===== src/rtl/core/pve_pkg.sv =====
// Shared types and constants for the population variance engine.
// No dependencies; imported by pve_calc and population_variance_engine.
package pve_pkg;

    localparam int SAMPLE_W     = 16;
    localparam int SUM_W        = 26;
    localparam int SQSUM_W      = 41;
    localparam int CNT_W        = 11;
    localparam int VAR_W        = 38;
    localparam int PROD_W       = 52;
    localparam int DEN_W        = 22;
    localparam int DIFF_W       = 50;
    localparam int FRAC_W       = 8;
    localparam int NUM_W        = DIFF_W + FRAC_W;
    localparam int REM_W        = DEN_W;
    localparam int ALU_W        = NUM_W;
    localparam int STEP_W       = 6;
    localparam int OUT_TDATA_W  = 56;

    localparam int DEF_MAX_SAMPLES = 1024;
    localparam int DEF_SAMPLE_BITS = 16;

    typedef enum logic [6:0] {
        S_IDLE = 7'b0000001,
        S_SQ   = 7'b0000010,
        S_PRD  = 7'b0000100,
        S_DEN  = 7'b0001000,
        S_SUB  = 7'b0010000,
        S_DIV  = 7'b0100000,
        S_DONE = 7'b1000000
    } t_calc_state;

    typedef struct packed {
        logic               start;
        logic [SUM_W-1:0]   sum_mag;
        logic [SQSUM_W-1:0] sqsum;
        logic [CNT_W-1:0]   count;
        logic               overflow;
    } t_calc_req;

    typedef struct packed {
        logic               done;
        logic [VAR_W-1:0]   variance;
        logic [CNT_W-1:0]   count;
        logic               overflow;
    } t_calc_res;

endpackage


===== src/rtl/core/pve_calc.sv =====
// Column-end arithmetic: shift-add products and restoring division on one
// shared adder. Depends on pve_pkg.
module pve_calc (
    input  logic               i_clk,
    input  logic               i_rst_n,
    input  pve_pkg::t_calc_req i_req,
    input  logic               i_ack,
    output logic               o_busy,
    output pve_pkg::t_calc_res o_res
);
    import pve_pkg::*;

    localparam logic [STEP_W-1:0] SQ_LAST  = STEP_W'(SUM_W - 1);
    localparam logic [STEP_W-1:0] N_LAST   = STEP_W'(CNT_W - 1);
    localparam logic [STEP_W-1:0] DIV_LAST = STEP_W'(NUM_W - 1);

    t_calc_state        r_state;
    logic [STEP_W-1:0]  r_step;
    logic [PROD_W-1:0]  r_acc;
    logic [PROD_W-1:0]  r_mc;
    logic [SUM_W-1:0]   r_ml;
    logic [PROD_W-1:0]  r_sq;
    logic [PROD_W-1:0]  r_prod;
    logic [DEN_W-1:0]   r_den;
    logic [NUM_W-1:0]   r_num;
    logic [REM_W-1:0]   r_rem;
    logic [SQSUM_W-1:0] r_s2;
    logic [CNT_W-1:0]   r_n;
    logic               r_ovf;

    logic [ALU_W-1:0]   w_a;
    logic [ALU_W-1:0]   w_b;
    logic               w_sub;
    logic [ALU_W:0]     w_sum;
    logic [REM_W:0]     w_t;
    logic               w_q;

    always_comb begin
        w_t   = {r_rem, r_num[NUM_W-1]};
        w_a   = {{(ALU_W-PROD_W){1'b0}}, r_acc};
        w_b   = r_ml[0] ? {{(ALU_W-PROD_W){1'b0}}, r_mc} : '0;
        w_sub = 1'b0;
        unique case (r_state)
            S_SUB: begin
                w_a   = {{(ALU_W-PROD_W){1'b0}}, r_prod};
                w_b   = {{(ALU_W-PROD_W){1'b0}}, r_sq};
                w_sub = 1'b1;
            end
            S_DIV: begin
                w_a   = {{(ALU_W-REM_W-1){1'b0}}, w_t};
                w_b   = {{(ALU_W-DEN_W){1'b0}}, r_den};
                w_sub = 1'b1;
            end
            default: begin
            end
        endcase
        w_sum = {1'b0, w_a} + {1'b0, (w_sub ? ~w_b : w_b)} + {{ALU_W{1'b0}}, w_sub};
        w_q   = w_sum[ALU_W];
    end

    always_ff @(posedge i_clk) begin
        if (!i_rst_n) begin
            r_state <= S_IDLE;
            r_step  <= '0;
        end else begin
            unique case (r_state)
                S_IDLE: begin
                    if (i_req.start) begin
                        r_state <= S_SQ;
                        r_step  <= '0;
                        r_acc   <= '0;
                        r_mc    <= {{(PROD_W-SUM_W){1'b0}}, i_req.sum_mag};
                        r_ml    <= i_req.sum_mag;
                        r_s2    <= i_req.sqsum;
                        r_n     <= i_req.count;
                        r_ovf   <= i_req.overflow;
                    end
                end
                S_SQ: begin
                    r_acc  <= w_sum[PROD_W-1:0];
                    r_mc   <= {r_mc[PROD_W-2:0], 1'b0};
                    r_ml   <= {1'b0, r_ml[SUM_W-1:1]};
                    r_step <= r_step + 1'b1;
                    if (r_step == SQ_LAST) begin
                        r_sq    <= w_sum[PROD_W-1:0];
                        r_acc   <= '0;
                        r_mc    <= {{(PROD_W-SQSUM_W){1'b0}}, r_s2};
                        r_ml    <= {{(SUM_W-CNT_W){1'b0}}, r_n};
                        r_step  <= '0;
                        r_state <= S_PRD;
                    end
                end
                S_PRD: begin
                    r_acc  <= w_sum[PROD_W-1:0];
                    r_mc   <= {r_mc[PROD_W-2:0], 1'b0};
                    r_ml   <= {1'b0, r_ml[SUM_W-1:1]};
                    r_step <= r_step + 1'b1;
                    if (r_step == N_LAST) begin
                        r_prod  <= w_sum[PROD_W-1:0];
                        r_acc   <= '0;
                        r_mc    <= {{(PROD_W-CNT_W){1'b0}}, r_n};
                        r_ml    <= {{(SUM_W-CNT_W){1'b0}}, r_n};
                        r_step  <= '0;
                        r_state <= S_DEN;
                    end
                end
                S_DEN: begin
                    r_acc  <= w_sum[PROD_W-1:0];
                    r_mc   <= {r_mc[PROD_W-2:0], 1'b0};
                    r_ml   <= {1'b0, r_ml[SUM_W-1:1]};
                    r_step <= r_step + 1'b1;
                    if (r_step == N_LAST) begin
                        r_den   <= w_sum[DEN_W-1:0];
                        r_step  <= '0;
                        r_state <= S_SUB;
                    end
                end
                S_SUB: begin
                    r_num   <= w_q ? {w_sum[DIFF_W-1:0], {FRAC_W{1'b0}}} : '0;
                    r_rem   <= '0;
                    r_step  <= '0;
                    r_state <= S_DIV;
                end
                S_DIV: begin
                    r_num  <= {r_num[NUM_W-2:0], w_q};
                    r_rem  <= w_q ? w_sum[REM_W-1:0] : w_t[REM_W-1:0];
                    r_step <= r_step + 1'b1;
                    if (r_step == DIV_LAST) begin
                        r_state <= S_DONE;
                    end
                end
                S_DONE: begin
                    if (i_ack) begin
                        r_state <= S_IDLE;
                    end
                end
                default: begin
                    r_state <= S_IDLE;
                end
            endcase
        end
    end

    assign o_busy         = (r_state != S_IDLE);
    assign o_res.done     = (r_state == S_DONE);
    assign o_res.variance = r_num[VAR_W-1:0];
    assign o_res.count    = r_n;
    assign o_res.overflow = r_ovf;

    a_start_idle: assert property (@(posedge i_clk) disable iff (!i_rst_n)
        i_req.start |-> r_state == S_IDLE)
        else $error("calc started while busy");
    a_den_nonzero: assert property (@(posedge i_clk) disable iff (!i_rst_n)
        r_state == S_DIV |-> r_den != '0)
        else $error("zero divisor");
    a_rem_below_den: assert property (@(posedge i_clk) disable iff (!i_rst_n)
        r_state == S_DIV |-> r_rem < r_den)
        else $error("remainder not below divisor");
    a_ack_done: assert property (@(posedge i_clk) disable iff (!i_rst_n)
        i_ack |-> r_state == S_DONE)
        else $error("result taken before done");

endmodule


===== src/rtl/core/population_variance_engine.sv =====
// Top level of the population variance engine: sample accumulation, the
// result register and the stream ports. Depends on pve_pkg and pve_calc.
//
// Input stream: s_axis tdata carries one signed sample, tlast closes the column.
// While the adder sequencer is idle, a column streams at one sample per
// cycle. The request with tlast set ends the column and starts the shared
// adder sequencer: sum^2, then n*sumsq, then n^2, then the difference and
// then the restoring division, after which the result is handed over, so
// s_axis_tready stays low from the accepted tlast sample until the sequencer
// has handed its result over and is idle again.
// The result (variance with 8 fractional bits, sample count, overflow flag)
// then moves to the output register and m_axis_tvalid rises; the next
// column may already stream in while that request waits. If the receiver
// stalls and a second column ends, that result waits in the sequencer and
// input stays blocked until the output register frees.
// Samples beyond MAX_SAMPLES in one column are dropped and set the overflow
// flag. Reset is synchronous and clears the accumulators, the sequencer and
// the output valid.
module population_variance_engine #(
    parameter int MAX_SAMPLES = pve_pkg::DEF_MAX_SAMPLES,
    parameter int SAMPLE_BITS = pve_pkg::DEF_SAMPLE_BITS
) (
    input  logic                             i_clk,
    input  logic                             i_rst_n,
    input  logic                             s_axis_tvalid,
    output logic                             s_axis_tready,
    input  logic [pve_pkg::SAMPLE_W-1:0]     s_axis_tdata,  // [15:0] sample
    input  logic                             s_axis_tlast,
    output logic                             m_axis_tvalid,
    input  logic                             m_axis_tready,
    // [37:0] variance, [48:38] sample_count, [49] overflow, [55:50] zero
    output logic [pve_pkg::OUT_TDATA_W-1:0]  m_axis_tdata
);
    import pve_pkg::*;

    localparam int SHIFT = SAMPLE_W - SAMPLE_BITS;
    localparam logic [CNT_W-1:0] MAX_CNT = CNT_W'(MAX_SAMPLES);

    logic signed [SUM_W-1:0] r_sum;
    logic [SQSUM_W-1:0]      r_sqsum;
    logic [CNT_W-1:0]        r_cnt;
    logic                    r_ovf;
    logic                    r_out_valid;
    logic [OUT_TDATA_W-1:0]  r_out_data;

    logic signed [SUM_W-1:0] n_sum;
    logic [SQSUM_W-1:0]      n_sqsum;
    logic [CNT_W-1:0]        n_cnt;
    logic                    n_ovf;

    logic [SAMPLE_W-1:0]          w_shl;
    logic signed [SAMPLE_W-1:0]   w_s;
    logic signed [2*SAMPLE_W-1:0] w_sq;
    logic                         w_in_acc;
    logic                         w_busy;
    logic                         w_ack;
    t_calc_req                    w_req;
    t_calc_res                    w_res;

    always_comb begin
        w_shl   = s_axis_tdata << SHIFT;
        w_s     = $signed(w_shl) >>> SHIFT;
        w_sq    = w_s * w_s;
        n_sum   = r_sum;
        n_sqsum = r_sqsum;
        n_cnt   = r_cnt;
        n_ovf   = r_ovf;
        if (r_cnt >= MAX_CNT) begin
            n_ovf = 1'b1;
        end else begin
            n_sum   = r_sum + {{(SUM_W-SAMPLE_W){w_s[SAMPLE_W-1]}}, w_s};
            n_sqsum = r_sqsum + {{(SQSUM_W-2*SAMPLE_W+1){1'b0}}, w_sq[2*SAMPLE_W-2:0]};
            n_cnt   = r_cnt + 1'b1;
        end
    end

    assign s_axis_tready = !w_busy;
    assign w_in_acc      = s_axis_tvalid && s_axis_tready;

    always_comb begin
        w_req.start    = w_in_acc && s_axis_tlast;
        w_req.sum_mag  = n_sum[SUM_W-1] ? SUM_W'(-n_sum) : SUM_W'(n_sum);
        w_req.sqsum    = n_sqsum;
        w_req.count    = n_cnt;
        w_req.overflow = n_ovf;
    end

    assign w_ack = w_res.done && (!r_out_valid || m_axis_tready);

    pve_calc u_calc (
        .i_clk   (i_clk),
        .i_rst_n (i_rst_n),
        .i_req   (w_req),
        .i_ack   (w_ack),
        .o_busy  (w_busy),
        .o_res   (w_res)
    );

    always_ff @(posedge i_clk) begin
        if (!i_rst_n) begin
            r_sum       <= '0;
            r_sqsum     <= '0;
            r_cnt       <= '0;
            r_ovf       <= 1'b0;
            r_out_valid <= 1'b0;
        end else begin
            if (w_in_acc) begin
                if (s_axis_tlast) begin
                    r_sum   <= '0;
                    r_sqsum <= '0;
                    r_cnt   <= '0;
                    r_ovf   <= 1'b0;
                end else begin
                    r_sum   <= n_sum;
                    r_sqsum <= n_sqsum;
                    r_cnt   <= n_cnt;
                    r_ovf   <= n_ovf;
                end
            end
            if (w_ack) begin
                r_out_valid <= 1'b1;
            end else if (m_axis_tready) begin
                r_out_valid <= 1'b0;
            end
        end
    end

    always_ff @(posedge i_clk) begin
        if (w_ack) begin
            r_out_data <= {{(OUT_TDATA_W-VAR_W-CNT_W-1){1'b0}},
                           w_res.overflow, w_res.count, w_res.variance};
        end
    end

    assign m_axis_tvalid = r_out_valid;
    assign m_axis_tdata  = r_out_data;

    a_cnt_bound: assert property (@(posedge i_clk) disable iff (!i_rst_n)
        r_cnt <= MAX_CNT)
        else $error("count above limit");
    a_ovf_at_max: assert property (@(posedge i_clk) disable iff (!i_rst_n)
        r_ovf |-> r_cnt == MAX_CNT)
        else $error("overflow flag without saturated count");
    a_no_overwrite: assert property (@(posedge i_clk) disable iff (!i_rst_n)
        w_ack && r_out_valid |-> m_axis_tready)
        else $error("pending result overwritten");

endmodule


===== config.mk =====
export PLATFORM = sky130hd
export DESIGN_NAME = population_variance_engine
export DESIGN_NICKNAME = d
export VERILOG_FILES = /design/src/rtl/core/pve_pkg.sv /design/src/rtl/core/pve_calc.sv /design/src/rtl/core/population_variance_engine.sv
export SDC_FILE = /design/constraint.sdc
export NUM_CORES = 2
export LEC_CHECK = 0
export ABC_AREA = 0
export BUFFER_PORTS_ARGS = -buffer_cell sky130_fd_sc_hd__buf_2
export CORE_AREA = 2 2 314 192
export CTS_CLUSTER_SIZE = 40
export DETAILED_ROUTE_END_ITERATION = 8
export DIE_AREA = 0 0 316 194
export PLACE_DENSITY = 0.82
export RECOVER_POWER = 25
export SETUP_SLACK_MARGIN = 0.4
export SLEW_MARGIN = 25
export SYNTH_ARGS = -nofsm -noshare
export SYNTH_HDL_FRONTEND = slang
export SYNTH_SLANG_ARGS = --single-unit

===== constraint.sdc =====
create_clock -name i_clk -period 10.39 [get_ports i_clk]
set_input_delay 1.039 -clock i_clk [delete_from_list [all_inputs] [get_ports i_clk]]
set_output_delay 1.039 -clock i_clk [all_outputs]
set_load 0.03 [all_outputs]

* Yosys cells after proc, flatten, opt, wreduce, memory -nomap -nowiden
Cells that the tools add are included.
** Cells by class
- Add/subtract/negate cells :: 7
- Multipliers :: 1
- Bitwise operators :: 1
- Muxes and demuxes :: 43
- Order comparisons :: 1
- Equality and inequality tests :: 17
- Reduce and logical (&&, ||, !) cells :: 20
** Operator list (number)
- 52-bit one-hot mux with 4 select lines :: 2
- 52-bit two-way mux :: 7
- 58-bit one-hot mux with 2 select lines :: 2
- 58-bit two-way mux :: 2
- 26-bit two-way mux :: 4
- 26-bit one-hot mux with 4 select lines :: 1
- 52-bit one-hot mux with 2 select lines :: 1
- 41-bit two-way mux :: 2
- 52-bit by 58-bit adder with 59-bit output :: 1
- 59-bit by 1-bit adder with 59-bit output :: 1
- 58-bit NOT :: 1
- 25-bit two-way mux :: 2
- 7-bit one-hot mux with 7 select lines :: 1
- 22-bit one-hot mux with 2 select lines :: 1
- 7-bit two-way mux :: 6
- 41-bit by 31-bit adder with 41-bit output :: 1
- 16-bit by 16-bit multiplier with 31-bit output :: 1
- 6-bit one-hot mux with 5 select lines :: 1
- 26-bit adder :: 1
- 26-bit negator :: 1
- 11-bit two-way mux :: 2
- 22-bit two-way mux :: 1
- 6-bit two-way mux :: 3
- 3-bit AND reduction :: 5
- other kinds (25) :: 40
** Word-level totals
- Output and inout bits :: 58
- Input port bits :: 21
- Flip-flop bits (word level) :: 532

* Longest topological paths before layout
- Depth in word-level cells :: 8
- Mapped depth :: 35
- Mapped depth without buffers :: 34

* Cells and area by module
A second synthesis with hierarchy kept.
** Unflattened totals
- Cells, all modules :: 3746
- Area, all modules :: 38034.0 µm²
** Modules (own cells, without submodules)
- pve_calc :: area each 19789.0 µm², cells each 1664, instances 1
- population_variance_engine :: area each 18245.0 µm², cells each 2082, instances 1

* Worst setup path after synthesis
No wires, ideal clock.
- Kind :: input-to-reg
- Start :: input s_axis_tdata[4] (netlist bit)
- End :: register r_sqsum[32]
- Required time :: 10316 ps
- Path buffers :: 2
- Path slack :: 1643 ps
- Arrival time :: 8673 ps
- Stages :: 30
- Cells stage by stage :: clkbuf_1 > buf_1 > nand2_1 > fa_1 > fa_1 > fa_1 > inv_1 > fa_1 > fa_1 > inv_1 > fa_1 > inv_1 > ha_1 > and3_1 > and3_1 > a31o_2 > o21a_1 > o41ai_1 > xnor2_1 > ha_1 > o21a_1 > o21ai_0 > nand2_1 > a21oi_1 > o21ai_0 > a311o_1 > a21oi_2 > nor2_1 > a211o_1 > a31oi_1
** Between the ends
- Longest elaborated chain between the ends :: 4
** RTL lines
- start: declaration :: line population_variance_engine.sv:27 : input logic [pve_pkg::SAMPLE_W-1:0] s_axis_tdata,
- 16-bit by 16-bit multiplier with 31-bit output :: line population_variance_engine.sv:63 : w_sq = w_s * w_s;
- 41-bit by 31-bit adder with 41-bit output :: line population_variance_engine.sv:72 : n_sqsum = r_sqsum + {{(SQSUM_W-2*SAMPLE_W+1){1'b0}}, w_sq[2*SAMPLE_W-2:0]};
- 41-bit two-way mux :: line population_variance_engine.sv:68 : if (r_cnt >= MAX_CNT) begin
- 41-bit two-way mux :: line population_variance_engine.sv:108 : if (s_axis_tlast) begin
- end signal: assignment :: line population_variance_engine.sv:115 : r_sqsum <= n_sqsum;
- end: declaration :: line population_variance_engine.sv:40 : logic [SQSUM_W-1:0] r_sqsum;
Every way passes these cells.
A chain may end at the register's enable or synchronous reset.

* Worst setup path after layout
- Start :: input s_axis_tdata[15] (netlist bit)
- End :: register r_sqsum[34]
The elaborated chain is that of the path after synthesis.

==> impl_results.html <==
<table>
<tr><th>Metric</th><th>Value</th></tr>
<tr><th colspan="2">Synthesis</th></tr>
<tr><td>Post-synthesis area per instance</td><td>slightly above 10 um2</td></tr>
<tr><td>Number of synthesized flops with an enable pin</td><td>approximately 440</td></tr>
<tr><td>Gate count of the mapped netlist</td><td>approximately 3700</td></tr>
<tr><td>Mapped Area</td><td>37100 um2</td></tr>
<tr><td>YS warnings</td><td>0</td></tr>
<tr><td>Total of flip-flops plus latches after synthesis</td><td>~530</td></tr>
<tr><td>Unique cell type count in the Yosys netlist</td><td>between 90 and 100</td></tr>
<tr><td>Sequential element share of the synthesized area</td><td>40.6%</td></tr>
<tr><td>Most used DFF post-synth</td><td>edfxtp_1</td></tr>
<tr><td>Proportion of synthesized flip-flops having asynchronous set or reset</td><td>0%</td></tr>
<tr><th colspan="2">STA</th></tr>
<tr><td>Relative max-transition margin</td><td>-114%</td></tr>
<tr><td>Min Clock Period, post-route</td><td>9.37 ns</td></tr>
<tr><td>Maximum achievable frequency</td><td>107 MHz</td></tr>
<tr><td>Final setup TNS</td><td>0 ns</td></tr>
<tr><td>Hold slack final</td><td>about 0.44 ns</td></tr>
<tr><td>Final setup fails</td><td>0</td></tr>
<tr><td>Final Skew</td><td>0.0435 ns</td></tr>
<tr><td>Unrepaired setup endpoints after global routing</td><td>false</td></tr>
<tr><td>Number of hold violations in the final report</td><td>0</td></tr>
<tr><td>Final Slew Violations</td><td>389</td></tr>
<tr><td>Portion of the clock cycle consumed by the worst path in the final layout</td><td>90.2%</td></tr>
<tr><td>Worst-margin pin slew</td><td>3.21 ns</td></tr>
<tr><th colspan="2">Place</th></tr>
<tr><td>Placer congestion estimate</td><td>0.933</td></tr>
<tr><td>Half-perimeter wire length after detailed placement</td><td>66400 um</td></tr>
<tr><td>Count of port buffers added during placement</td><td>72</td></tr>
<tr><th colspan="2">Route</th></tr>
<tr><td>Top layer reached by signal wires</td><td>met4</td></tr>
<tr><td>Residual DRC</td><td>0</td></tr>
<tr><td>Wirelength, routed</td><td>92100 um</td></tr>
<tr><td>DR pass1 iterations</td><td>6</td></tr>
<tr><td>Routed via count divided by cell count</td><td>6.23</td></tr>
<tr><td>First DRT Iteration DRCs</td><td>around 3500</td></tr>
<tr><td>Met1 WL</td><td>roughly 41000 um</td></tr>
<tr><td>Routed length on met2</td><td>38800 um</td></tr>
<tr><td>Total number of vias</td><td>approximately 28000</td></tr>
<tr><td>Antenna Violating Nets Remaining</td><td>0</td></tr>
<tr><td>Wire length per cell after detailed routing</td><td>a little over 20 um</td></tr>
<tr><td>Length of routed met3 wiring</td><td>10600 um</td></tr>
<tr><th colspan="2">Floorplanning</th></tr>
<tr><td>Core area</td><td>~58000 um2</td></tr>
<tr><td>Effective utilization at floorplan</td><td>63.4%</td></tr>
<tr><td>Total Die Area</td><td>61300 um2</td></tr>
<tr><td>Width of the die</td><td>316 um</td></tr>
<tr><td>Die height</td><td>approximately 190 um</td></tr>
<tr><td>Site row count</td><td>69</td></tr>
<tr><td>Top-level port count</td><td>79</td></tr>
<tr><th colspan="2">Layout</th></tr>
<tr><td>Combined area of the multi-input logic cells</td><td>roughly 20000 um2</td></tr>
<tr><td>Fraction of layout instances using a drive strength above 1</td><td>5.05%</td></tr>
<tr><td>FILL cells</td><td>~4400</td></tr>
<tr><td>Antenna diode instance count</td><td>0</td></tr>
<tr><td>Area taken by flip-flops and latches</td><td>15000 um2</td></tr>
<tr><td>Layout Nets</td><td>about 4000</td></tr>
<tr><td>Synthesis-to-layout area growth</td><td>6.48%</td></tr>
<tr><th colspan="2">Setup path</th></tr>
<tr><td>Arrival time of data at the critical path endpoint</td><td>9.86 ns</td></tr>
<tr><td>Most used cell along the critical path</td><td>fa_1</td></tr>
<tr><td>CP max-delay cell</td><td>o41ai_1</td></tr>
<tr><td>Sort of element at the start of the critical path</td><td>input pin</td></tr>
<tr><td>Reg-to-reg endpoint</td><td>u_calc.r_rem[1]</td></tr>
<tr><td>End of the critical path</td><td>r_sqsum[34]</td></tr>
<tr><td>Startpoint of the worst setup timing path</td><td>s_axis_tdata[15]</td></tr>
<tr><td>Data required time at the worst endpoint</td><td>10.88 ns</td></tr>
<tr><td>Critical Path Fanout Max</td><td>26</td></tr>
<tr><td>Worst setup path category</td><td>in -&gt; reg</td></tr>
<tr><td>Slowest cell delay on critical path</td><td>0.61 ns</td></tr>
<tr><td>Critical register-to-register path startpoint</td><td>u_calc.r_state[0]</td></tr>
<tr><td>Critical path capture point type</td><td>register</td></tr>
<tr><td>Worst-case register-to-register setup slack</td><td>3.81 ns</td></tr>
<tr><td>Worst-case reg-to-reg path depth</td><td>19</td></tr>
<tr><th colspan="2">Outcome</th></tr>
<tr><td>Violations in the final reports</td><td>max-capacitance violations, max-slew violations</td></tr>
<tr><td>Outcome</td><td>finished, violations left</td></tr>
<tr><th colspan="2">Run</th></tr>
<tr><td>Maximum Capacitance Violations</td><td>10</td></tr>
<tr><th colspan="2">Global routing</th></tr>
<tr><td>Number of antenna violations at the first check in global routing</td><td>0</td></tr>
<tr><td>Overflow after GRT</td><td>0</td></tr>
<tr><td>First-pass GRT wire length</td><td>150000 um</td></tr>
<tr><td>Via count of the first global-routing pass</td><td>27139</td></tr>
<tr><td>Overall routing resource usage</td><td>30.6%</td></tr>
<tr><td>Largest net degree at the start of global routing</td><td>135</td></tr>
<tr><th colspan="2">Clock tree</th></tr>
<tr><td>Clk Latency, worst-skew pair</td><td>0.61 ns</td></tr>
<tr><td>Count of cells resized by post-cts repair</td><td>0</td></tr>
<tr><td>CTS tree</td><td>done</td></tr>
<tr><td>Root buffer selected by CTS</td><td>clkbuf_16</td></tr>
<tr><td>Num CTS Buffers</td><td>47</td></tr>
<tr><td>Clock sink total</td><td>532</td></tr>
<tr><td>CTS hold repair buffers</td><td>0</td></tr>
<tr><td>Clk pin slew, worst setup/hold paths</td><td>approximately 0.060 ns</td></tr>
<tr><td>H-tree depth reported by CTS</td><td>2</td></tr>
<tr><td>Max Root-Sink Buffers</td><td>3</td></tr>
<tr><td>Post-CTS setup-driven buffer insertion count</td><td>0</td></tr>
<tr><th colspan="2">Hold path</th></tr>
<tr><td>Path category of the worst min-delay check</td><td>reg -&gt; reg</td></tr>
</table>
## placed cells by master, fill, tap and decap left out, types with 23 or more instances in the layout
| master | n |
|---|---|
| clkbuf_16 | 49 |
| fa_1 | 228 |
| nand3_1 | 40 |
| ha_1 | 204 |
| a211oi_1 | 42 |
| nand4_1 | 25 |
| nor2_1 | 280 |
| clkbuf_1 | 73 |
| o31ai_1 | 43 |
| a31oi_1 | 33 |
| inv_1 | 420 |
| xor2_1 | 69 |
| dfxtp_1 | 93 |
| xnor2_1 | 108 |
| buf_4 | 23 |
| edfxtp_1 | 439 |
| o21ai_0 | 152 |
| a21o_1 | 83 |
| and2_1 | 92 |
| and3_1 | 25 |
| o21bai_1 | 27 |
| a21oi_1 | 230 |
| a22o_1 | 46 |
| a22oi_1 | 79 |
| nand2_1 | 379 |
| nor3_1 | 39 |
## layout make-up
cell class              count  share of cell area [%]
multi-input cells        2553                    50.3
flip-flops and latches    532                    38.1
inverters                 421                    4.00
clock buffers              62                    3.26
well taps                 781                    2.48
repair buffers            108                    1.38
clock inverters            24                   0.441
## state kept, by name, summed over array words and instances (netlist names), 26 cells and up
name	count
m_axis_tdata	50
u_calc.r_s2	41
u_calc.r_num	58
r_sqsum	41
u_calc.r_sq	52
u_calc.r_acc	52
r_sum	26
u_calc.r_mc	52
u_calc.r_prod	52
u_calc.r_ml	26
## worst max-delay path, delay by kind of cell
family,cells,cell delay (ns)
xor gates and xnor gates,2,0.24
buffers and inverters,4,1.00
and+or+nand+nor,6,0.78
AOI/OAI and AO/OA,14,3.31
adders and majority gates,8,3.47
## stage by stage
step                      utilization (%)  instances  setup WS [ns]  area, um2
final                                67.5       4481           1.02      39500
after global routing                 67.5       4481          0.352      39500
after CTS                            67.7       4481           1.27      39600
after detailed placement             65.2       4395          0.681      38100
after global placement               65.2       4394          0.987      38100
after floorplan                         -       3679           1.64      37100
## metal layers
layer | up-vias | track usage, %
met5 | - | 0
met4 | 0 | 5.37
met3 | 91 | 5.64
met2 | 1524 | 43.3
met1 | 13494 | 49.4
li1 | 12826 | -
## synthesized netlist by cell type, types with 6 or more instances
| master | n | area [um2] |
|---|---|---|
| edfxtp_1 | 439 | 13200 |
| inv_1 | 420 | 1580 |
| nand2_1 | 381 | 1430 |
| nor2_1 | 289 | 1080 |
| a21oi_1 | 230 | 1150 |
| fa_1 | 228 | 4560 |
| ha_1 | 204 | 2550 |
| o21ai_0 | 153 | 766 |
| clkbuf_1 | 149 | 559 |
| xnor2_1 | 108 | 946 |
| dfxtp_1 | 93 | 1860 |
| and2_1 | 92 | 576 |
| a21o_1 | 83 | 623 |
| a22oi_1 | 79 | 593 |
| xor2_1 | 69 | 604 |
| a22o_1 | 46 | 403 |
| o31ai_1 | 43 | 323 |
| a211oi_1 | 42 | 315 |
| nor3_1 | 42 | 210 |
| nand3_1 | 40 | 200 |
| a31oi_1 | 33 | 206 |
| o21bai_1 | 27 | 203 |
| and3_1 | 25 | 156 |
| nand4_1 | 25 | 156 |
| o21a_1 | 23 | 173 |
| a221oi_1 | 22 | 193 |
| nor2b_1 | 22 | 138 |
| a221o_1 | 19 | 190 |
| nand2b_1 | 17 | 106 |
| or3_1 | 17 | 106 |
| a222oi_1 | 11 | 110 |
| mux2_2 | 11 | 124 |
| or2_2 | 11 | 68.8 |
| mux2i_1 | 10 | 100 |
| buf_1 | 9 | 33.8 |
| buf_2 | 9 | 45.0 |
| o211ai_1 | 9 | 67.6 |
| a21boi_0 | 8 | 60.1 |
| a211o_1 | 7 | 61.3 |
| a41oi_1 | 7 | 61.3 |
| nor3b_1 | 7 | 52.6 |
| nor4_1 | 7 | 43.8 |
| a31o_2 | 6 | 52.6 |
| buf_4 | 6 | 45.0 |
| o31a_1 | 6 | 52.6 |
## how the worst min path moves through the flow
| stage | slack [ns] | cells after the start | start | end |
|---|---|---|---|---|
| 2_1_floorplan | 0.40 | 0 | u_calc.r_ovf | m_axis_tdata[49] |
| 3_3_place_gp | 0.41 | 0 | u_calc.r_ovf | m_axis_tdata[49] |
| 3_5_place_dp | 0.41 | 0 | u_calc.r_ovf | m_axis_tdata[49] |
| 4_1_cts | 0.44 | 0 | u_calc.r_ovf | m_axis_tdata[49] |
| 5_1_grt | 0.45 | 0 | u_calc.r_ovf | m_axis_tdata[49] |
| 6_report | 0.44 | 0 | u_calc.r_num[0] | m_axis_tdata[0] |
## kinds of logic after synthesis
kind of cell,Yosys count,synth area share [%]
xor gates and xnor gates,177,4.18
adders and majority gates,432,19.2
DFF,532,40.6
and+or+nand+nor,1003,12.5
other,1,0.0101
buffers and inverters,594,6.11
AOI/OAI and AO/OA,914,16.8
muxes,21,0.604
Power is left out: the tool's default activity adds up to more than one toggle a clock period on the data nets, which glitch-free logic cannot reach.
